===== src/hw/rtl/crcfr_pkg.sv =====
// crcfr_pkg: shared types, codes and the crc-16-ccitt byte update
// for the crc checked frame receiver. No dependencies.
package crcfr_pkg;

    localparam int unsigned BYTE_W     = 8;
    localparam int unsigned CRC_W      = 16;
    localparam int unsigned POS_W      = 9;
    localparam int unsigned HDR_BYTES  = 4;
    localparam logic [CRC_W-1:0] CCITT_POLY = 16'h1021;
    localparam logic [CRC_W-1:0] SEED_RESET = 16'hFFFF;
    localparam logic [BYTE_W-1:0] MAX_PAYLOAD_RESET = 8'hFF;

    // configuration register indexes
    localparam logic REG_MAX_PAYLOAD = 1'b0;
    localparam logic REG_CRC_SEED    = 1'b1;

    // header byte positions
    localparam logic [1:0] HDR_CATEGORY = 2'd0;
    localparam logic [1:0] HDR_FLAGS    = 2'd1;
    localparam logic [1:0] HDR_SEQUENCE = 2'd2;
    localparam logic [1:0] HDR_LENGTH   = 2'd3;

    // result kinds
    localparam logic KIND_PAYLOAD = 1'b0;
    localparam logic KIND_VERDICT = 1'b1;

    // verdict status codes
    typedef enum logic [1:0] {
        STATUS_OK   = 2'd0,
        STATUS_SIZE = 2'd1,
        STATUS_CRC  = 2'd2
    } status_t;

    // one result transaction
    typedef struct packed {
        logic              kind;
        logic [BYTE_W-1:0] payload_byte;
        logic [BYTE_W-1:0] payload_index;
        status_t           status;
        logic [BYTE_W-1:0] category;
        logic [BYTE_W-1:0] frame_flags;
        logic [BYTE_W-1:0] sequence_res;
        logic [BYTE_W-1:0] payload_length;
        logic [CRC_W-1:0]  received_check;
        logic              last_result;
    } result_t;

    // results produced by one input byte
    typedef struct packed {
        logic [1:0] count;
        result_t    res_a;
        result_t    res_b;
    } push_t;

    // one byte of crc-16-ccitt, msb first
    function automatic logic [CRC_W-1:0] crc_step(input logic [CRC_W-1:0] crc,
                                                  input logic [BYTE_W-1:0] b);
        logic [CRC_W-1:0] c;
        c = crc ^ {b, 8'h00};
        for (int i = 0; i < 8; i++) begin
            if (c[CRC_W-1]) begin
                c = {c[CRC_W-2:0], 1'b0} ^ CCITT_POLY;
            end else begin
                c = {c[CRC_W-2:0], 1'b0};
            end
        end
        return c;
    endfunction

endpackage


===== src/hw/rtl/crcfr_parser.sv =====
// crcfr_parser: frame parse state, configuration registers and result build.
// Depends on crcfr_pkg.
module crcfr_parser (
    input  logic                  aclk,
    input  logic                  aresetn,
    input  logic                  cfg_wr_en,
    input  logic                  cfg_index,
    input  logic [15:0]           cfg_wdata,
    input  logic                  accept,
    input  logic [7:0]            in_byte,
    input  logic                  buf_last,
    output crcfr_pkg::push_t      push
);
    import crcfr_pkg::*;

    logic [BYTE_W-1:0] max_payload_reg;
    logic [CRC_W-1:0]  crc_seed_reg;

    logic [POS_W-1:0]  pos_reg, pos_next;
    logic [BYTE_W-1:0] cat_reg, cat_next;
    logic [BYTE_W-1:0] flags_reg, flags_next;
    logic [BYTE_W-1:0] seq_reg, seq_next;
    logic [BYTE_W-1:0] len_reg, len_next;
    logic [CRC_W-1:0]  crc_reg, crc_next;
    logic [BYTE_W-1:0] tlow_reg, tlow_next;
    logic              done_reg, done_next;

    logic [POS_W-1:0]  trailer_pos;
    logic [POS_W-1:0]  pay_off;
    logic [CRC_W-1:0]  chk;
    push_t             push_c;

    assign trailer_pos = POS_W'(HDR_BYTES) + {1'b0, len_reg};
    assign pay_off     = pos_reg - POS_W'(HDR_BYTES);
    assign chk         = {in_byte, tlow_reg};

    // parse step for one byte
    always_comb begin
        pos_next   = pos_reg;
        cat_next   = cat_reg;
        flags_next = flags_reg;
        seq_next   = seq_reg;
        len_next   = len_reg;
        crc_next   = crc_reg;
        tlow_next  = tlow_reg;
        done_next  = done_reg;
        push_c     = '0;

        if (!done_reg) begin
            if (pos_reg < POS_W'(HDR_BYTES)) begin
                crc_next = crc_step((pos_reg == '0) ? crc_seed_reg : crc_reg, in_byte);
                case (pos_reg[1:0])
                    HDR_CATEGORY: cat_next   = in_byte;
                    HDR_FLAGS:    flags_next = in_byte;
                    HDR_SEQUENCE: seq_next   = in_byte;
                    HDR_LENGTH: begin
                        len_next = in_byte;
                        if (in_byte > max_payload_reg) begin
                            push_c.count                = 2'd1;
                            push_c.res_a.kind           = KIND_VERDICT;
                            push_c.res_a.status         = STATUS_SIZE;
                            push_c.res_a.category       = cat_reg;
                            push_c.res_a.frame_flags    = flags_reg;
                            push_c.res_a.sequence_res   = seq_reg;
                            push_c.res_a.payload_length = in_byte;
                            done_next                   = 1'b1;
                        end
                    end
                    default: ;
                endcase
            end else if (pos_reg < trailer_pos) begin
                crc_next                   = crc_step(crc_reg, in_byte);
                push_c.count               = 2'd1;
                push_c.res_a.kind          = KIND_PAYLOAD;
                push_c.res_a.payload_byte  = in_byte;
                push_c.res_a.payload_index = pay_off[BYTE_W-1:0];
            end else if (pos_reg == trailer_pos) begin
                tlow_next = in_byte;
            end else begin
                push_c.count                = 2'd1;
                push_c.res_a.kind           = KIND_VERDICT;
                push_c.res_a.status         = (chk == crc_reg) ? STATUS_OK : STATUS_CRC;
                push_c.res_a.category       = cat_reg;
                push_c.res_a.frame_flags    = flags_reg;
                push_c.res_a.sequence_res   = seq_reg;
                push_c.res_a.payload_length = len_reg;
                push_c.res_a.received_check = chk;
                done_next                   = 1'b1;
            end
            if (!done_next) begin
                pos_next = pos_reg + 1'b1;
            end
        end

        // buffer end: early-end verdict, then restart
        if (buf_last) begin
            if (!done_next) begin
                if (push_c.count == 2'd1) begin
                    push_c.count                = 2'd2;
                    push_c.res_b.kind           = KIND_VERDICT;
                    push_c.res_b.status         = STATUS_SIZE;
                    push_c.res_b.category       = cat_next;
                    push_c.res_b.frame_flags    = flags_next;
                    push_c.res_b.sequence_res   = seq_next;
                    push_c.res_b.payload_length = len_next;
                end else begin
                    push_c.count                = 2'd1;
                    push_c.res_a.kind           = KIND_VERDICT;
                    push_c.res_a.status         = STATUS_SIZE;
                    push_c.res_a.category       = cat_next;
                    push_c.res_a.frame_flags    = flags_next;
                    push_c.res_a.sequence_res   = seq_next;
                    push_c.res_a.payload_length = len_next;
                end
            end
            pos_next   = '0;
            cat_next   = '0;
            flags_next = '0;
            seq_next   = '0;
            len_next   = '0;
            crc_next   = crc_seed_reg;
            tlow_next  = '0;
            done_next  = 1'b0;
        end

        // flag the final result of this byte
        if (push_c.count == 2'd2) begin
            push_c.res_b.last_result = 1'b1;
        end else if (push_c.count == 2'd1) begin
            push_c.res_a.last_result = 1'b1;
        end
    end

    assign push = accept ? push_c : '0;

    // configuration registers
    always_ff @(posedge aclk) begin
        if (!aresetn) begin
            max_payload_reg <= MAX_PAYLOAD_RESET;
            crc_seed_reg    <= SEED_RESET;
        end else if (cfg_wr_en) begin
            case (cfg_index)
                REG_MAX_PAYLOAD: max_payload_reg <= cfg_wdata[BYTE_W-1:0];
                REG_CRC_SEED:    crc_seed_reg    <= cfg_wdata;
                default: ;
            endcase
        end
    end

    // parse state
    always_ff @(posedge aclk) begin
        if (!aresetn) begin
            pos_reg   <= '0;
            cat_reg   <= '0;
            flags_reg <= '0;
            seq_reg   <= '0;
            len_reg   <= '0;
            crc_reg   <= SEED_RESET;
            tlow_reg  <= '0;
            done_reg  <= 1'b0;
        end else if (accept) begin
            pos_reg   <= pos_next;
            cat_reg   <= cat_next;
            flags_reg <= flags_next;
            seq_reg   <= seq_next;
            len_reg   <= len_next;
            crc_reg   <= crc_next;
            tlow_reg  <= tlow_next;
            done_reg  <= done_next;
        end
    end

endmodule


===== src/hw/rtl/crcfr_result_fifo.sv =====
// crcfr_result_fifo: four-entry result queue, up to two pushes per cycle.
// Depends on crcfr_pkg.
module crcfr_result_fifo (
    input  logic                  aclk,
    input  logic                  aresetn,
    input  crcfr_pkg::push_t      push,
    output logic                  room,
    output logic                  out_valid,
    input  logic                  out_ready,
    output crcfr_pkg::result_t    out_res
);
    import crcfr_pkg::*;

    result_t    entry_reg [4];
    logic [1:0] wr_ptr_reg, wr_ptr_next;
    logic [1:0] rd_ptr_reg, rd_ptr_next;
    logic [2:0] count_reg, count_next;
    logic       pop;

    assign out_valid = (count_reg != 3'd0);
    assign room      = (count_reg <= 3'd2);
    assign out_res   = entry_reg[rd_ptr_reg];
    assign pop       = out_valid && out_ready;

    // pointer and fill count update
    always_comb begin
        wr_ptr_next = wr_ptr_reg + push.count;
        rd_ptr_next = rd_ptr_reg + {1'b0, pop};
        count_next  = count_reg + {1'b0, push.count} - {2'b00, pop};
    end

    always_ff @(posedge aclk) begin
        if (!aresetn) begin
            wr_ptr_reg <= '0;
            rd_ptr_reg <= '0;
            count_reg  <= '0;
        end else begin
            wr_ptr_reg <= wr_ptr_next;
            rd_ptr_reg <= rd_ptr_next;
            count_reg  <= count_next;
        end
    end

    // entry writes
    always_ff @(posedge aclk) begin
        if (push.count != 2'd0) begin
            entry_reg[wr_ptr_reg] <= push.res_a;
        end
        if (push.count == 2'd2) begin
            entry_reg[wr_ptr_reg + 2'd1] <= push.res_b;
        end
    end

endmodule


===== src/hw/rtl/crc_checked_frame_receiver.sv =====
// crc_checked_frame_receiver: top level, byte-stream frame parser with crc check.
// Depends on crcfr_pkg, crcfr_parser and crcfr_result_fifo.
//
//  channel  direction  handshake          payload
//  s_       in         s_valid/s_ready    in_byte, buf_last
//  m_       out        m_valid/m_ready    kind ... last_result (one result each)
//  cfg_     in         cfg_wr_en          cfg_index, cfg_wdata
//
// One byte accepted per cycle; its results land in a four-entry queue the
// cycle after. A byte gives at most two results, so s_ready drops while more
// than two entries wait. Sync active-low reset clears parse state and queue,
// and sets max_payload to 255 and crc_seed to 0xFFFF.
module crc_checked_frame_receiver (
    input  logic        aclk,
    input  logic        aresetn,
    input  logic        cfg_wr_en,
    input  logic        cfg_index,
    input  logic [15:0] cfg_wdata,
    input  logic        s_valid,
    output logic        s_ready,
    input  logic [7:0]  s_in_byte,
    input  logic        s_buf_last,
    output logic        m_valid,
    input  logic        m_ready,
    output logic        m_kind,
    output logic [7:0]  m_payload_byte,
    output logic [7:0]  m_payload_index,
    output logic [1:0]  m_status,
    output logic [7:0]  m_category,
    output logic [7:0]  m_frame_flags,
    output logic [7:0]  m_sequence_res,
    output logic [7:0]  m_payload_length,
    output logic [15:0] m_received_check,
    output logic        m_last_result
);
    import crcfr_pkg::*;

    push_t   push;
    result_t out_res;
    logic    room;
    logic    accept;

    assign s_ready = room;
    assign accept  = s_valid && room;

    // parser
    crcfr_parser u_parser (
        .aclk      (aclk),
        .aresetn   (aresetn),
        .cfg_wr_en (cfg_wr_en),
        .cfg_index (cfg_index),
        .cfg_wdata (cfg_wdata),
        .accept    (accept),
        .in_byte   (s_in_byte),
        .buf_last  (s_buf_last),
        .push      (push)
    );

    // result queue
    crcfr_result_fifo u_fifo (
        .aclk      (aclk),
        .aresetn   (aresetn),
        .push      (push),
        .room      (room),
        .out_valid (m_valid),
        .out_ready (m_ready),
        .out_res   (out_res)
    );

    // result transaction fields
    assign m_kind           = out_res.kind;
    assign m_payload_byte   = out_res.payload_byte;
    assign m_payload_index  = out_res.payload_index;
    assign m_status         = out_res.status;
    assign m_category       = out_res.category;
    assign m_frame_flags    = out_res.frame_flags;
    assign m_sequence_res   = out_res.sequence_res;
    assign m_payload_length = out_res.payload_length;
    assign m_received_check = out_res.received_check;
    assign m_last_result    = out_res.last_result;

endmodule

===== config.mk =====
export PLATFORM = sky130hd
export DESIGN_NAME = crc_checked_frame_receiver
export DESIGN_NICKNAME = d
export VERILOG_FILES = /design/src/hw/rtl/crcfr_pkg.sv /design/src/hw/rtl/crcfr_parser.sv /design/src/hw/rtl/crcfr_result_fifo.sv /design/src/hw/rtl/crc_checked_frame_receiver.sv
export SDC_FILE = /design/constraint.sdc
export NUM_CORES = 1
export LEC_CHECK = 0
export BUFFER_PORTS_ARGS = -buffer_cell sky130_fd_sc_hd__clkbuf_2
export CORE_MARGIN = 2
export CORE_UTILIZATION = 53
export CTS_CLUSTER_SIZE = 16
export DETAILED_ROUTE_END_ITERATION = 16
export PLACE_DENSITY_LB_ADDON = 0.05
export SKIP_LAST_GASP = 1
export SLEW_MARGIN = 20
export SYNTH_ARGS = -nofsm -noshare
export SYNTH_HDL_FRONTEND = slang
export SYNTH_HIERARCHICAL = 1
export SYNTH_SLANG_ARGS = --single-unit

===== constraint.sdc =====
create_clock -name aclk -period 12.3 [get_ports aclk]
set_input_delay 2.46 -clock aclk [delete_from_list [all_inputs] [get_ports aclk]]
set_output_delay 2.46 -clock aclk [all_outputs]
set_load 0.005 [all_outputs]

==> results.md, run 1 <==
- Final setup viols: 0
- Final setup TNS: 0 ns
- Slew Viols, Final: 0
- Worst setup endpoint: u_fifo/entry_reg[1][26]
- CP required: ~13 ns
- Max FFs per register: about 270
- Power share of the combinational group: 0.201
- Layout cells sized above 1: 0.312
- CTS max path bufs: 3
- Mux cell area share after synthesis: 0.235
- Cell area power density: ~150 nW/um^2
- Synth Instances: between 1500 and 2000
- Post-DP HPWL: around 34000 um
- Switch share: 0.281
- Die Area: about 40000 um^2
- CTS Buf Count: between 40 and 50
- Pin count of the biggest net entering global routing: 60
- Commonest non-fill, non-tap cell in the layout: edfxtp_1
- Row Count: around 70
- WL final: 55000 um
- Tcrit/Tclk final: 0.571
- Wirelength per Cell: roughly 24 um
- Io pins: around 100
- CTS tree: built
- Max VDD drop: between 0.09 and 0.1 mV
- Compound-Gate Fraction of Synth Area: 0.0844
- DR iter-0 viols: 1130
- Setup Crit Path Kind: primary input to flip-flop
- Critical path origin: s_in_byte[6]
- 1st-pass router iterations: 6
- Worst reg2reg setup slack: a little over 6 ns
- Hold WC Path Type: flip-flop to flip-flop
- Max Clk Rate: roughly 0.14 GHz
- N_diodes: 0
- RSZ-0062 raised after global routing: false
- Number of enable flip-flop cells after synthesis: 272
- DIE HEIGHT: 201 um
- Sequential cell fraction of total power: 0.436
- Worst reg2reg endpoint: u_fifo/entry_reg[1][26]
- Leakage: about 0.0082 uW
- Distinct cells, synth: 84
- Max Cap Viol: 0
- DIE WIDTH: between 200 and 250 um
- Yosys warnings: 6
- Ys async rst share: 0
- Critical Path End Type: flip-flop
- Max Clock Skew: 0.0238 ns
- Initial antenna violation count: 0
- Cell area after synthesis: approximately 21000 um^2
- Fin. Hold Viols: 0
- P_sw: between 900 and 1000 uW
- Worst Tran Pin Value: 1.11 ns
- Maximum fanout along the worst path: between 50 and 60
- Pint: approximately 2400 uW
- Global-route usage over all layers: 0.273
- Via Count: ~14000
- Port Buffers: 100
- Outcome: complete, no violations
- Total power: roughly 3400 uW
- Seq cells post-synth: 369
- Adder-Cell Fraction of Synth Area: 0.0180
- Drt drc: 0
- Via density per instance: 6.13
- Mapped Avg Cell Area: between 10 and 15 um^2
- XOR/XNOR share of the synthesized area: 0.0231
- Setup bufs post-CTS: 0
- Rel. slew slack: 0.255
- Most frequent cells in the layout: 272 x edfxtp_1, 214 x mux2_2, 185 x nand2_1
- # resized after CTS: 0
- Post-synthesis simple-gate area fraction: 0.103
- R2r startpoint: u_parser/len_reg[2]
- Grt total ovfl: 0
- CTS Root Cell: clkbuf_16
- GPL Wtd Cong: between 0.8 and 0.9
- Worst-case reg-to-reg path depth: 14
- Clk_lat worst skew: ~0.57 ns
- Dominant synthesized flop cell: edfxtp_1
- Final core area utilization: 0.588
- Clk pwr share: 0.363
- Finished layout cell area: around 23000 um^2
- Routed Antenna Nets: 0
- Seq/Total Area, Yosys: 0.491
- Number of global-route vias before repair: 14000
- Htree depth: 2
- Cell Area, Placed: between 20000 and 25000 um^2
- Area Overhead vs Synth: 9.78%
- Largest family of logic cells by synthesized area: multiplexers
- Fin crit period: about 7.0 ns
- Startpoint types: primary input
- Final net count: ~1800
- Post-CTS Hold Fix Bufs: 0
- Initial Util: 0.535
- Sink Count: about 370
- Core area: between 30000 and 40000 um^2
- First-pass GRT wire length: about 85000 um
- Clock slew at reported path FFs: approximately 0.060 ns
- Filler instances: ~3200
- CP arrival: approximately 7.4 ns
synthesized netlist by cell type (30+ instances only):
| master | number | area [um^2] |
|---|---|---|
| clkbuf_1 | 51 | 191 |
| nand2_1 | 185 | 694 |
| a21oi_1 | 66 | 330 |
| edfxtp_1 | 272 | 8170 |
| xnor2_1 | 30 | 263 |
| nand3_1 | 58 | 290 |
| nor2_1 | 72 | 270 |
| buf_2 | 43 | 215 |
| dfxtp_1 | 97 | 1940 |
| a22oi_1 | 32 | 240 |
| buf_4 | 41 | 308 |
| mux2_2 | 214 | 2410 |
| mux4_2 | 68 | 1530 |
| mux2_1 | 30 | 338 |
through the flow:
stage / instances / hold WS, ns / setup slack, ns
global placement: 2187 / 0.475 / 4.91
global route: 2262 / 0.545 / 5.08
detailed placement: 2187 / 0.489 / 4.79
floorplan: 1696 / 0.446 / 2.39
CTS: 2262 / 0.497 / 5.39
finish: 2262 / 0.500 / 5.27
worst max-delay path: stages:
cell and delay, ns:
clkbuf_2 0.46, ha_1 0.35, a21o_1 0.19, a21oi_1 0.21
o211ai_1 0.16, nand2_1 0.14, o2bb2ai_2 0.39, nor2_1 0.10
ha_1 0.34, and2_1 0.15, o21a_1 0.31, nor4b_4 0.71
buf_4 0.91, mux2_2 0.42
per-layer routing:
layer / GRT usage / up-vias / part of all wire
met5: 0.00357 / - / 0
met2: 0.449 / 439 / 0.48
met4: 0.0791 / 0 / 0.025
met1: 0.373 / 6984 / 0.44
met3: 0.0479 / 87 / 0.055
li1: - / 6348 / -
cell type report:
cell class	instances	area [um^2]	share of cell area
Sequential cell	369	10100	0.447
Tap cell	518	648	0.0287
Multi-Input combinational cell	1150	9740	0.431
Clock buffer	60	1210	0.0537
Timing Repair Buffer	121	658	0.0291
Clock inverter	15	124	0.00548
Inverter	29	109	0.00481
power groups by stage:
| stage | registers (uW) | clock network (uW) | logic, uW |
|---|---|---|---|
| 3_5_place_dp | 1500 | 0 | 677 |
| 3_3_place_gp | 1490 | 0 | 673 |
| 2_1_floorplan | 1460 | 0 | 489 |
| 5_1_grt | 1480 | 1290 | 732 |
| 6_report | 1470 | 1220 | 679 |
| 4_1_cts | 1470 | 1250 | 681 |
worst min path at each step:
stage	depth (start not counted)	slack, ns	endpoint	from
final	2	0.50	u_parser/crc_seed_reg[8]	u_parser/crc_seed_reg[8]
after global routing	2	0.54	u_parser/crc_seed_reg[12]	u_parser/crc_seed_reg[12]
after CTS	2	0.50	u_parser/crc_seed_reg[8]	u_parser/crc_seed_reg[8]
after detailed placement	2	0.49	u_parser/crc_seed_reg[8]	u_parser/crc_seed_reg[8]
after global placement	2	0.47	u_parser/crc_seed_reg[8]	u_parser/crc_seed_reg[8]
after floorplan	2	0.45	u_parser/max_payload_reg[0]	u_parser/max_payload_reg[0]
logic make-up (layout without fill, tap and decap cells):
| logic type | count (synthesis) | after routing |
|---|---|---|
| adders and majority gates | 29 | 29 |
| xor gates and xnor gates | 48 | 48 |
| AOI/OAI and AO/OA | 253 | 253 |
| buffers and inverters | 177 | 225 |
| and+or+nand+nor | 434 | 434 |
| DFF | 369 | 369 |
| other | 1 | 33 |
| muxes | 353 | 353 |
(Power assumes the default switching activity.)
==> run 2: changes to the inputs <==
==> constraint.sdc (replaced) <==
create_clock -name aclk -period 6.4 [get_ports aclk]
set_input_delay 1.28 -clock aclk [delete_from_list [all_inputs] [get_ports aclk]]
set_output_delay 1.28 -clock aclk [all_outputs]
set_load 0.005 [all_outputs]
==> results.md, run 2 (synthesized netlist as in run 1, its figures left out) <==
- Outcome: complete, no violations
- Max Cap Viol: 0 (unchanged)
- Worst reg2reg setup slack: 0.96 ns (-5.20 ns)
- Critical Path End Type: flip-flop
- Layout cells sized above 1: 0.312 (about the same)
- Worst-case reg-to-reg path depth: 15 (+1)
- Area Overhead vs Synth: 10.6%
- Setup WS pre-CTS: 0.732 ns (-4.06 ns)
- Worst setup endpoint: u_fifo/entry_reg[0][31]
- Initial antenna violation count: 1 (+1)
- Final WS setup: 0.960 ns (-4.31 ns)
- CP arrival: 5.76 ns (-1.59 ns)
- P_sw: 1800 uW (+91%)
- Cell area power density: 282 nW/um^2 (+90%)
- Post-CTS Hold Fix Bufs: 0 (unchanged)
- Htree depth: 2 (unchanged)
- Sequential cell fraction of total power: 0.438 (+0.002)
- CTS tree: built
- Setup bufs post-CTS: 0 (unchanged)
- Final setup TNS: 0 ns (unchanged)
- Port Buffers: 100 (unchanged)
- Fin. Hold Viols: 0 (unchanged)
- Maximum fanout along the worst path: 68 (+15%)
- CTS max path bufs: 3 (unchanged)
- DIE HEIGHT: 201 um (unchanged)
- WHS: 0.496 ns (-0.00411 ns)
- Io pins: 101 (unchanged)
- Hold WC Path Type: flip-flop to flip-flop
- Power share of the combinational group: 0.206 (+0.005)
- Most frequent cells in the layout: 272 x edfxtp_1, 214 x mux2_2, 185 x nand2_1
- Fin crit period: approximately 5.4 ns
- Grt total ovfl: 0 (unchanged)
- Switch share: 0.280 (-0.000526)
- Slew Viols, Final: 0 (unchanged)
- Final net count: 1786 (+0.79%)
- Setup Crit Path Kind: flip-flop to flip-flop
- Worst reg2reg endpoint: u_fifo/entry_reg[0][31]
- Wirelength per Cell: 23.9 um (-1.5%)
- Startpoint types: flip-flop
- Number of global-route vias before repair: 13900 (-0.12%)
- Max VDD drop: 0.216 mV (+120%)
- R2r startpoint: u_parser/len_reg[3]
- Sink Count: 369 (unchanged)
- DR iter-0 viols: 1119 (-0.97%)
- Max Clock Skew: 0.0134 ns (-0.0103 ns)
- Leakage: 0.00826 uW (+0.26%)
- Commonest non-fill, non-tap cell in the layout: edfxtp_1
- CTS Root Cell: clkbuf_16
- Critical path origin: u_parser/len_reg[3]
- Worst Tran Pin Value: 1.10 ns (-0.0105 ns)
- Pint: 4630 uW (+91%)
- Clk_lat worst skew: 0.57 ns (about the same)
- Clock slew at reported path FFs: 0.06 ns (about the same)
- DIE WIDTH: 201 um (unchanged)
- WL final: 54500 um (-0.88%)
- First-pass GRT wire length: 84700 um (about the same)
- Global-route usage over all layers: 0.273 (-0.000526)
- Drt drc: 0 (unchanged)
- Routed Antenna Nets: 0 (unchanged)
- Initial Util: 0.535 (unchanged)
- CTS Buf Count: 41 (unchanged)
- Clk pwr share: 0.356 (-0.007)
- Max FFs per register: 272 (unchanged)
- Via Count: 13900 (+0.45%)
- Via density per instance: 6.11 (-0.21%)
- Tcrit/Tclk final: 0.850
- N_diodes: 0 (unchanged)
- GPL Wtd Cong: 0.899 (+4.4%)
- 1st-pass router iterations: 6 (unchanged)
- Rel. slew slack: 0.265 (+0.0103)
- Row Count: 72 (unchanged)
- Pin count of the biggest net entering global routing: 69 (+15%)
- Max Clk Rate: between 0.15 and 0.2 GHz
- Final setup viols: 0 (unchanged)
- Core area: 38500 um^2 (unchanged)
- RSZ-0062 raised after global routing: false
- CP required: 6.72 ns (-5.91 ns)
- Post-DP HPWL: 34500 um (+1.2%)
- # resized after CTS: 0 (unchanged)
- Die Area: 40500 um^2 (unchanged)
==> run 2: cell types whose count changed in the layout (fill, tap and decap cells not counted), sizes merged <==
cell    delta
buf       +14
bufinv     +2
clkbuf     -3
inv        +2
==> run 2: critical path, cell delays in order (launching register included) <==
cell	delay [ns]
dfxtp_1	0.47
ha_1	0.27
nand3_1	0.11
xor2_1	0.17
ha_1	0.29
a21o_1	0.16
a21o_1	0.19
a211oi_2	0.69
o2bb2ai_2	0.39
nor2_1	0.18
ha_1	0.18
and2_1	0.14
o21a_1	0.34
nand4b_1	0.23
buf_4	0.83
mux2_2	0.42
==> run 2: through the flow <==
step / instances / area, um^2 / utilization / total power (uW)
after floorplan: 1696 / 20700 / - / 3730
after global placement: 2201 / 21500 / 0.559 / 4190
after detailed placement: 2201 / 21500 / 0.559 / 4190
after CTS: 2277 / 22800 / 0.592 / 6480
after global routing: 2277 / 22800 / 0.592 / 6690
final: 2277 / 22800 / 0.592 / 6430
==> run 2: power groups by stage <==
stage	clock, uW	combinational [uW]	sequential (uW)
3_3_place_gp	0	1320	2870
4_1_cts	2340	1330	2820
5_1_grt	2420	1430	2840
2_1_floorplan	0	941	2790
6_report	2290	1330	2820
3_5_place_dp	0	1320	2870
==> run 2: worst min path at each step <==
| stage | from | end | slack [ns] | depth (start not counted) |
|---|---|---|---|---|
| after floorplan | u_parser/max_payload_reg[0] | u_parser/max_payload_reg[0] | 0.45 | 2 |
| after global placement | u_parser/crc_seed_reg[11] | u_parser/crc_seed_reg[11] | 0.48 | 2 |
| after detailed placement | u_parser/crc_seed_reg[11] | u_parser/crc_seed_reg[11] | 0.49 | 2 |
| after CTS | u_parser/crc_seed_reg[11] | u_parser/crc_seed_reg[11] | 0.50 | 2 |
| after global routing | u_parser/max_payload_reg[5] | u_parser/max_payload_reg[5] | 0.52 | 2 |
| final | u_parser/crc_seed_reg[11] | u_parser/crc_seed_reg[11] | 0.50 | 2 |
==> run 2: final cells by class <==
class                      instances  area [um^2]
multi-input combinational       1150         9740
tap                              518          648
inverter                          29          109
clock inverter                    19          189
clock buffer                      57         1090
sequential                       369        10100
timing repair buffer             135          888
fill                            3182        15700
==> run 2: routing by layer <==
layer	up-vias	GRT usage	share of wire
met2	425	0.450	0.48
met3	89	0.0471	0.061
met1	7022	0.372	0.43
li1	6383	-	-
met5	-	0	0.00031
met4	2	0.0775	0.023
